**src/rtl/core/slnx_pkg.sv**
```systemverilog
`default_nettype none
package slnx_pkg;

  localparam int SUM_W   = 44;
  localparam logic [SUM_W-1:0] SUM_MAX = {SUM_W{1'b1}};
  localparam int FRAC_W  = 8;
  localparam int DIV_W   = SUM_W + FRAC_W;
  localparam int STEP_W  = $clog2(DIV_W + 1);
  localparam int MEAN_W  = 40;
  localparam int OUT_LEN_W = 32;
  localparam int OUT_CNT_W = 13;
  localparam int KIND_W  = 4;
  localparam int NUM_NX  = 9;

  localparam logic [KIND_W-1:0] KIND_SUMMARY = 4'd9;

  localparam logic OP_ADD    = 1'b0;
  localparam logic OP_FINISH = 1'b1;

  localparam logic REG_MIN_LENGTH = 1'b0;
  localparam logic REG_IGNORE_NS  = 1'b1;

  typedef logic [DIV_W-1:0] dividend_t;

endpackage
`default_nettype wire

```
**src/rtl/core/slnx_div.sv**
```systemverilog
`default_nettype none
module slnx_div import slnx_pkg::*; #(
  parameter int DIVISOR_BITS = 13
) (
  input  wire logic                    clk,
  input  wire logic                    rst,
  input  wire logic                    go,
  input  wire dividend_t               dividend,
  input  wire logic [DIVISOR_BITS-1:0] divisor,
  output logic                         done,
  output dividend_t                    quotient
);

  logic [DIVISOR_BITS-1:0] rem;
  logic [STEP_W-1:0]       cnt;
  logic                    running;
  logic [DIVISOR_BITS:0]   trial;
  logic                    fits;

  // restoring division, one quotient bit a cycle
  assign trial = {rem, quotient[DIV_W-1]};
  assign fits  = trial >= {1'b0, divisor};

  always_ff @(posedge clk) begin
    if (rst) begin
      running <= 1'b0;
      done    <= 1'b0;
      cnt     <= '0;
    end else begin
      done <= 1'b0;
      if (go) begin
        running  <= 1'b1;
        cnt      <= STEP_W'(DIV_W);
        quotient <= dividend;
        rem      <= '0;
      end else if (running) begin
        quotient <= {quotient[DIV_W-2:0], fits};
        rem      <= fits ? DIVISOR_BITS'(trial - {1'b0, divisor})
                         : DIVISOR_BITS'(trial);
        cnt      <= cnt - STEP_W'(1);
        if (cnt == STEP_W'(1)) begin
          running <= 1'b0;
          done    <= 1'b1;
        end
      end
    end
  end

endmodule
`default_nettype wire
```
**config.mk**
```make
export PLATFORM = sky130hd
export DESIGN_NAME = slnx_div
export DESIGN_NICKNAME = d
export VERILOG_FILES = /design/src/rtl/core/slnx_pkg.sv /design/src/rtl/core/slnx_div.sv
export SDC_FILE = /design/constraint.sdc
export NUM_CORES = 1
export LEC_CHECK = 0
export BUFFER_PORTS_ARGS = -buffer_cell sky130_fd_sc_hd__clkbuf_2
export CAP_MARGIN = 5
export CORE_MARGIN = 5
export CORE_UTILIZATION = 50
export DETAILED_ROUTE_END_ITERATION = 12
export PLACE_DENSITY = 0.88
export SYNTH_ARGS = -nofsm -noshare
export SYNTH_HDL_FRONTEND = slang
export SYNTH_SLANG_ARGS = --single-unit
```
**constraint.sdc**
```tcl
create_clock -name clk -period 6.1 [get_ports clk]
set_input_delay 0.915 -clock clk [delete_from_list [all_inputs] [get_ports clk]]
set_output_delay 0.915 -clock clk [all_outputs]
set_load 0.05 [all_outputs]
```
=== Yosys cells after proc, flatten, opt, wreduce, memory -nomap -nowiden ===
Cells that the tools add are included.

* Output and inout port bits: 53
* Word-level logic and storage cells: 26
* Register bits: 73

* Magnitude comparators: 1
* Add/subtract/negate cells: 2
* Bitwise gates (word level): 2
* Reductions and logical operators: 4
* Eq/ne operators: 1
* Muxes and demuxes: 10

{| class="wikitable"
|+ Operator list
! operator !! number
|-
| 52-bit two-way mux || 2
|-
| 13-bit two-way mux || 2
|-
| 14-bit by 13-bit >= comparator with 1-bit output || 1
|-
| 13-bit subtractor || 1
|-
| 6-bit two-way mux || 2
|-
| 6-bit by 1-bit == test with 1-bit output (second input constant) || 1
|-
| 6-bit by 1-bit subtractor with 6-bit output (second input constant) || 1
|-
| 1-bit two-way mux || 4
|-
| 3-bit OR reduction || 1
|-
| 1-bit NOT || 2
|-
| 2-bit AND reduction || 1
|-
| 2-bit nonzero test || 1
|-
| 2-bit OR reduction || 1
|}

=== Logic depth before layout (Yosys ltp) ===
Gate-level depths: netlist (run 1).

* Depth after elaboration: 4
* Mapped depth: 11
* Mapped depth without buffers: 10

=== Least setup slack after synthesis (run 1) ===
OpenSTA, ideal clock, no wires.

* Path type: input to register
* Start: in go
* End: reg quotient[0] (enable)
* Library setup time: 0.490 ns
* Path buffers: 2
* Arrival: 4.360 ns
* Data required time: 5.610 ns
* Slack: 1.250 ns
* Cell stages on the path: 4
* Cell sequence: clkbuf_1 clkbuf_1 nor2_1 nor2_1

* Cells in the longest elaborated chain, start to end: 2

{| class="wikitable"
|+ RTL lines
! element !! RTL line !! RTL
|-
| start, declared || slnx_div.sv:7 || <nowiki>input wire logic go,</nowiki>
|-
| 2-bit nonzero test (no line) || - ||
|-
| 2-bit AND reduction (no line) || - ||
|-
| end signal, assigned || slnx_div.sv:34 || <nowiki>quotient <= dividend;</nowiki>
|-
| end signal, assigned || slnx_div.sv:37 || <nowiki>quotient <= {quotient[DIV_W-2:0], fits};</nowiki>
|-
| end, declared || slnx_div.sv:11 || <nowiki>output dividend_t quotient</nowiki>
|}

No other way between the ends.
A chain may end at the register's enable or synchronous reset.

=== Final worst setup path (run 1) ===
* Start: in divisor[0]
* End: reg rem[9], data pin

* Cells in the longest elaborated chain, start to end: 3
* Elaborated cells on any way between the ends: 4

{| class="wikitable"
|+ RTL lines
! element !! RTL line !! RTL
|-
| start, declared || slnx_div.sv:9 || <nowiki>input wire logic [DIVISOR_BITS-1:0] divisor,</nowiki>
|-
| 13-bit subtractor / 14-bit by 13-bit >= comparator with 1-bit output (equally long branches) || slnx_div.sv:38, slnx_div.sv:22 ||
|-
| 13-bit two-way mux * || slnx_div.sv:38 || <nowiki>rem <= fits ? DIVISOR_BITS'(trial - {1'b0, divisor})</nowiki>
|-
| 13-bit two-way mux * || slnx_div.sv:36 || <nowiki>end else if (running) begin</nowiki>
|-
| end signal, assigned || slnx_div.sv:38 ||
|-
| end, declared || slnx_div.sv:14 || <nowiki>logic [DIVISOR_BITS-1:0] rem;</nowiki>
|}

Every way passes the cells marked *; elsewhere a longest branch is shown, timed or not. The select of a mux whose other input is x is not followed.

==> results.sh, run 1 <==
export IMPL_run_status="complete, no violations"
export IMPL_endpoint_kind="flop"
export IMPL_diodes=0
export IMPL_ys_async_sr_fraction_pct=0
export IMPL_cts_tree="yes"
export IMPL_cp_slowest_cell="a21oi_4"
export IMPL_postCtsSetupBuffers=0
export IMPL_die_area_mm2=0.009611
export IMPL_clock_latency_ns=0.35
export IMPL_p_leak_nw=2.039
export IMPL_gp_congestion=0.8774
export IMPL_syn_inst=298
export IMPL_max_cap_viol_count=0
export IMPL_cp_max_fo=16
export IMPL_finish_net_count=499
export IMPL_coreArea_mm2=0.007647
export IMPL_syn_avg_cell_area_um2=13.00
export IMPL_seq_area_mm2=0.002112
export IMPL_viasPerCell=5.322
export IMPL_hold_violations=0
export IMPL_hold_class="reg2reg"
export IMPL_powerDensity_mw_per_mm2=291.6
export IMPL_drtIter0Drc=129
export IMPL_dr_pass1_iters=4
export IMPL_synth_most_common_cell="edfxtp_1"
export IMPL_ys_seq_elements=73
export IMPL_setup_tns_ns=0
export IMPL_grt_ovfl_total=0
export IMPL_rsz0062_at_grt="no"
export IMPL_arrival_ns=3.19
export IMPL_finalSetupViolations=0
export IMPL_start_util_pct=50.67
export IMPL_synth_area_leaders="edfxtp_1 50%, mux2_2 15%, ha_1 4.8%, dfxtp_1 4.1%, mux2i_1 3.4%"
export IMPL_ctsHoldBuffers=0
export IMPL_final_layout_size_suffix_gt1_share_pct=47.38
export IMPL_yosys_warnings=0
export IMPL_worstSetupPathType="in2reg"
export IMPL_synthFlopType="edfxtp_1"
export IMPL_max_slew_margin_pct=38.14
export IMPL_crit_path_start_kind="input port"
export IMPL_place_hpwl_mm=6.663
export IMPL_cts_htree_levels=3
export IMPL_worst_ep_required_time_ns=6.17
export IMPL_stdcell_count=522
export IMPL_nFillCells=587
export IMPL_grt_pass1_wl_mm=14.63
export IMPL_crit_buf_inv=1
export IMPL_syn2layout_area_growth_pct=23.22
export IMPL_worst_pin_slew_ns=0.9258
export IMPL_cts_sinks=73
export IMPL_cts_resized=0
export IMPL_drc=0
export IMPL_track_usage_pct=19.24
export IMPL_max_stage_delay_ns=0.58
export IMPL_synth_top_cell_by_area="edfxtp_1"
export IMPL_numCtsBuffers=9
export IMPL_crit_family="compound AO/OA/AOI/OAI gates"
export IMPL_synth_yosys_seq_area_share_pct=54.50
export IMPL_fmax_ghz=0.3205
export IMPL_finalCritPeriodShare_pct=51.15
export IMPL_synth_top_area_share_pct=50.37
export IMPL_power_mw=1.392
export IMPL_grt_pass1_vias=3004
export IMPL_finClkSkew_ns=0.01085
export IMPL_rows=32
export IMPL_synth_edff_count=65
export IMPL_slew_violations=0
export IMPL_num_vias=2778
export IMPL_grt_max_degree=74
export IMPL_multi_input_area_mm2=0.001627
export IMPL_ant_nets=0
export IMPL_syn_nets=382
export IMPL_routed_wl_mm=9.006
export IMPL_syn_cell_area_mm2=0.003875
export IMPL_ir_drop_mv=0.1926
export IMPL_clk_pin_slew_ns=0.08
export IMPL_wl_per_cell_um=17.25
export IMPL_crit_chain="clkbuf_2, ha_1, fa_1, nor2b_1, o2111ai_1, nand3b_1, o21ai_1, a21oi_4, mux2i_1, nor2_1"
export IMPL_cts_root_buffer="clkbuf_8"
export IMPL_synth_cell_types=44
export IMPL_die_y_um=98.04
export IMPL_num_io_pins=121
export IMPL_clockBufferDepth=2
export IMPL_io_buffers=120
export IMPL_die_w_um=98.04
export IMPL_period_minus_slack_ns=3.120
export IMPL_dp_cells=506
export IMPL_synthTopCellsByCount="65 x edfxtp_1, 52 x mux2_2, 30 x nor2_1"
export IMPL_antenna_found_initial=0
==> power by group <==
| group | internal, mW | switching [mW] |
|---|---|---|
| combinational | 0.130 | 0.213 |
| sequential | 0.593 | 0.0226 |
| clock | 0.234 | 0.199 |
| total | 0.957 | 0.435 |
==> cell families after synthesis <==
kind of cell    Yosys count  share of synthesized area (%)
compound gates           31                          6.684
xor+xnor                 14                          3.164
fa+ha+maj                16                          5.360
buf+inv                  34                          3.713
flops                    73                          54.50
mux                      65                          18.47
simple gates             65                          8.105
==> layout by cell type, fill, tap and decap left out, drive strengths merged, types with 3 or more instances in the layout <==
master	n
nor3	7
mux2	52
ha	15
a21oi	6
a31oi	4
xnor2	10
clkbuf	129
edfxtp	65
mux2i	13
xor2	4
inv	20
a21o	4
nand2	9
nor2	30
nand3	3
a211oi	4
dfxtp	8
o21ai	4
==> routing by layer <==
layer / vias to the layer above / part of all wire, % / global-route usage (%)
met3: 15 / 8.6 / 6.786
met4: 0 / 2.0 / 8.200
li1: 1334 / - / -
met2: 105 / 49 / 32.41
met1: 1324 / 40 / 22.21
met5: - / 0 / 0
==> through the flow <==
step / area (um2) / util [%] / worst slack (ns) / hold WS [ns]
4_1_cts: 4775 / 62.43 / 3.005 / 0.5064
2_1_floorplan: 3875 / - / 1.250 / 0.4686
3_3_place_gp: 4549 / 59.49 / 2.791 / 0.4853
5_1_grt: 4775 / 62.43 / 2.821 / 0.5331
3_5_place_dp: 4549 / 59.49 / 2.634 / 0.4963
6_report: 4775 / 62.43 / 2.980 / 0.5063
==> state kept, by name (all words and copies together) (netlist names) <==
signal    count
running       1
cnt           6
done          1
rem          13
quotient     52
==> worst reg2reg max path: stages (launching register included) <==
cell and delay, ns:
edfxtp_1 0.38, inv_1 0.05, ha_1 0.20, fa_1 0.41, nor2b_1 0.19, o2111ai_1 0.16
nand3b_1 0.18, o21ai_1 0.11, a21oi_4 0.58, mux2i_1 0.28, nor2_1 0.06
==> worst paths after layout <==
kind / from / to / cells after the start / slack [ns]
setup / recovery: divisor[0] / rem[9] / 10 / 2.98
hold / removal: cnt[1] / cnt[1] / 2 / 0.51
setup reg to reg: quotient[51] / rem[9] / 10 / 3.20
hold reg to reg: cnt[1] / cnt[1] / 2 / 0.51
==> final cells by class <==
| class | count | share of cell area [%] |
|---|---|---|
| Clock buffer | 9 | 2.594 |
| Timing Repair Buffer | 122 | 12.89 |
| Multi-Input combinational cell | 191 | 34.07 |
| Tap cell | 102 | 2.673 |
| Clock inverter | 7 | 2.123 |
| Inverter | 18 | 1.415 |
| Sequential cell | 73 | 44.23 |
Note: power is estimated with default switching activity, not from simulation.
==> run 2: changes to the inputs <==
- CORE_UTILIZATION: 50 -> 46
- PLACE_DENSITY: 0.88 -> 0.86
- clock period: 6.1 -> 2.8 ns (I/O delays scaled with it)
==> results.sh, run 2 (same netlist as run 1, synthesis figures left out) <==
export IMPL_run_status="complete, no violations"
export IMPL_rsz0062_at_grt="no"
export IMPL_viasPerCell=5.233
export IMPL_crit_chain="inv_1, ha_1, fa_1, nor2b_1, o2111ai_1, nand3b_1, o21ai_1, a21oi_4, buf_12, mux2i_1, nor2_1"
export IMPL_finish_net_count=510
export IMPL_antenna_found_initial=0
export IMPL_ant_nets=0
export IMPL_power_internal_mw=2.322
export IMPL_rr_worst_depth=11
export IMPL_crit_family="adder cells"
export IMPL_drtIter0Drc=166
export IMPL_final_util_pct=60.23
export IMPL_dr_pass1_iters=4
export IMPL_crit_path_start_kind="flop"
export IMPL_finalCritPeriodShare_pct=92.45
export IMPL_pre_cts_slack_ns=-0.06120
export IMPL_setup_tns_ns=0
export IMPL_coreArea_mm2=0.008217
export IMPL_syn2layout_area_growth_pct=27.70
export IMPL_cts_htree_levels=3
export IMPL_powerDensity_mw_per_mm2=657.6
export IMPL_clockBufferDepth=2
export IMPL_r2r_setup_slack_ns=0.21
export IMPL_grt_max_degree=30
export IMPL_final_area_mm2=0.004949
export IMPL_max_stage_delay_ns=0.41
export IMPL_cts_root_buffer="clkbuf_8"
export IMPL_setup_ws_ns=0.2113
export IMPL_worst_ep_required_time_ns=2.88
export IMPL_grt_pass1_vias=2981
export IMPL_rows=33
export IMPL_arrival_ns=2.67
export IMPL_r2r_end="rem[11]"
export IMPL_final_cell_mix="120 x clkbuf_2, 65 x edfxtp_1, 52 x mux2_2"
export IMPL_largest_register="quotient"
export IMPL_hold_violations=0
export IMPL_worstSetupPathType="reg2reg"
export IMPL_stdcell_count=536
export IMPL_p_clk_share_pct=34.5
export IMPL_start_util_pct=47.16
export IMPL_die_y_um=101.8
export IMPL_reg_top3="quotient x52, rem x13, cnt x6"
export IMPL_r2r_start="quotient[51]"
export IMPL_grt_pass1_wl_mm=14.22
export IMPL_final_common_cell="clkbuf_2"
export IMPL_power_share_combinational_pct=24.3
export IMPL_io_buffers=120
export IMPL_p_leak_nw=2.136
export IMPL_diodes=0
export IMPL_die_w_um=101.8
export IMPL_ctsHoldBuffers=0
export IMPL_max_cap_viol_count=0
export IMPL_worstHoldStart="dividend[0]"
export IMPL_numCtsBuffers=9
export IMPL_clock_latency_ns=0.35
export IMPL_finClkSkew_ns=0.01104
export IMPL_hold_class="in2reg"
export IMPL_crit_buf_inv=2
export IMPL_grt_ovfl_total=0
export IMPL_pwr_share_seq_pct=41.2
export IMPL_ir_drop_mv=0.4484
export IMPL_place_hpwl_mm=6.643
export IMPL_power_mw=3.254
export IMPL_routed_wl_mm=8.856
export IMPL_drc=0
export IMPL_dp_cells=518
export IMPL_netSwitchingFraction_pct=28.63
export IMPL_cp_slowest_cell="fa_1"
export IMPL_num_io_pins=121
export IMPL_slew_violations=0
export IMPL_fmax_ghz=0.3863
export IMPL_cts_tree="yes"
export IMPL_wl_per_cell_um=16.52
export IMPL_placed_area_mm2=0.004646
export IMPL_worst_pin_slew_ns=0.5259
export IMPL_period_minus_slack_ns=2.589
export IMPL_die_area_mm2=0.01036
export IMPL_largest_register_ffs=52
export IMPL_num_vias=2805
export IMPL_finalSetupViolations=0
export IMPL_power_switching_uw=931.6
export IMPL_hold_path_end="quotient[0]"
export IMPL_worst_hold_path_num_cells=2
export IMPL_cts_sinks=73
export IMPL_gp_congestion=0.8585
export IMPL_endpoint_kind="flop"
export IMPL_hold_ws_ns=0.3699
export IMPL_cp_max_fo=15
export IMPL_track_usage_pct=17.88
export IMPL_final_layout_size_suffix_gt1_share_pct=48.72
export IMPL_max_slew_margin_pct=64.45
export IMPL_clk_pin_slew_ns=0.09
[run 2: cell types whose count changed in the layout (fill, tap and decap cells not counted), sizes merged]
cell | previous run | this run
inv | 20 | 19
bufinv | 2 | 4
clkbuf | 129 | 130
clkinvlp | 2 | 0
buf | 2 | 13
[run 2: per-layer routing]
layer  vias up  global-route usage (%)  routed length, um
met5         -                       0                  0
met1      1329                   21.47               3596
met3        11                   7.300                791
met4         0                   6.033                125
met2       100                   29.23               4343
li1       1365                       -                  -
[run 2: cell type report]
class,count,area (um2)
Inverter,18,67.56
Sequential cell,73,2112
Tap cell,105,131.4
Multi-Input combinational cell,191,1627
Fill cell,649,3268
Clock inverter,6,137.6
Timing Repair Buffer,133,735.7
Clock buffer,10,137.6
[run 2: how the worst max path moves through the flow]
stage	startpoint	cells past startpoint	endpoint	slack [ns]
3_3_place_gp	divisor[0]	10	rem[10]	0.02
4_1_cts	quotient[51]	11	rem[11]	0.22
2_1_floorplan	quotient[51]	11	rem[3]	0.001
6_report	quotient[51]	11	rem[11]	0.21
3_5_place_dp	divisor[0]	10	rem[11]	-0.06
5_1_grt	quotient[51]	11	rem[11]	0.03
[run 2: power groups by stage]
stage          clock network, mW  registers [mW]  logic (mW)
4_1_cts                     1.14            1.34       0.795
2_1_floorplan                  0            1.52       0.414
3_3_place_gp                   0            1.36       0.750
6_report                    1.12            1.34       0.790
3_5_place_dp                   0            1.36       0.773
5_1_grt                     1.19            1.35       0.857
[run 2: timing repair]
action	4_1_cts	5_1_grt
resized for setup	0	0
setup buffers	2	0
setup endpoints to repair	10	0
[run 2: worst register-to-register path: cells and delay by family (launching register included)]
kind / cells / cell delay (ns)
fa+ha+maj: 2 / 0.61
compound gates: 3 / 0.49
flops: 1 / 0.39
mux: 1 / 0.20
buf+inv: 2 / 0.24
simple gates: 3 / 0.42
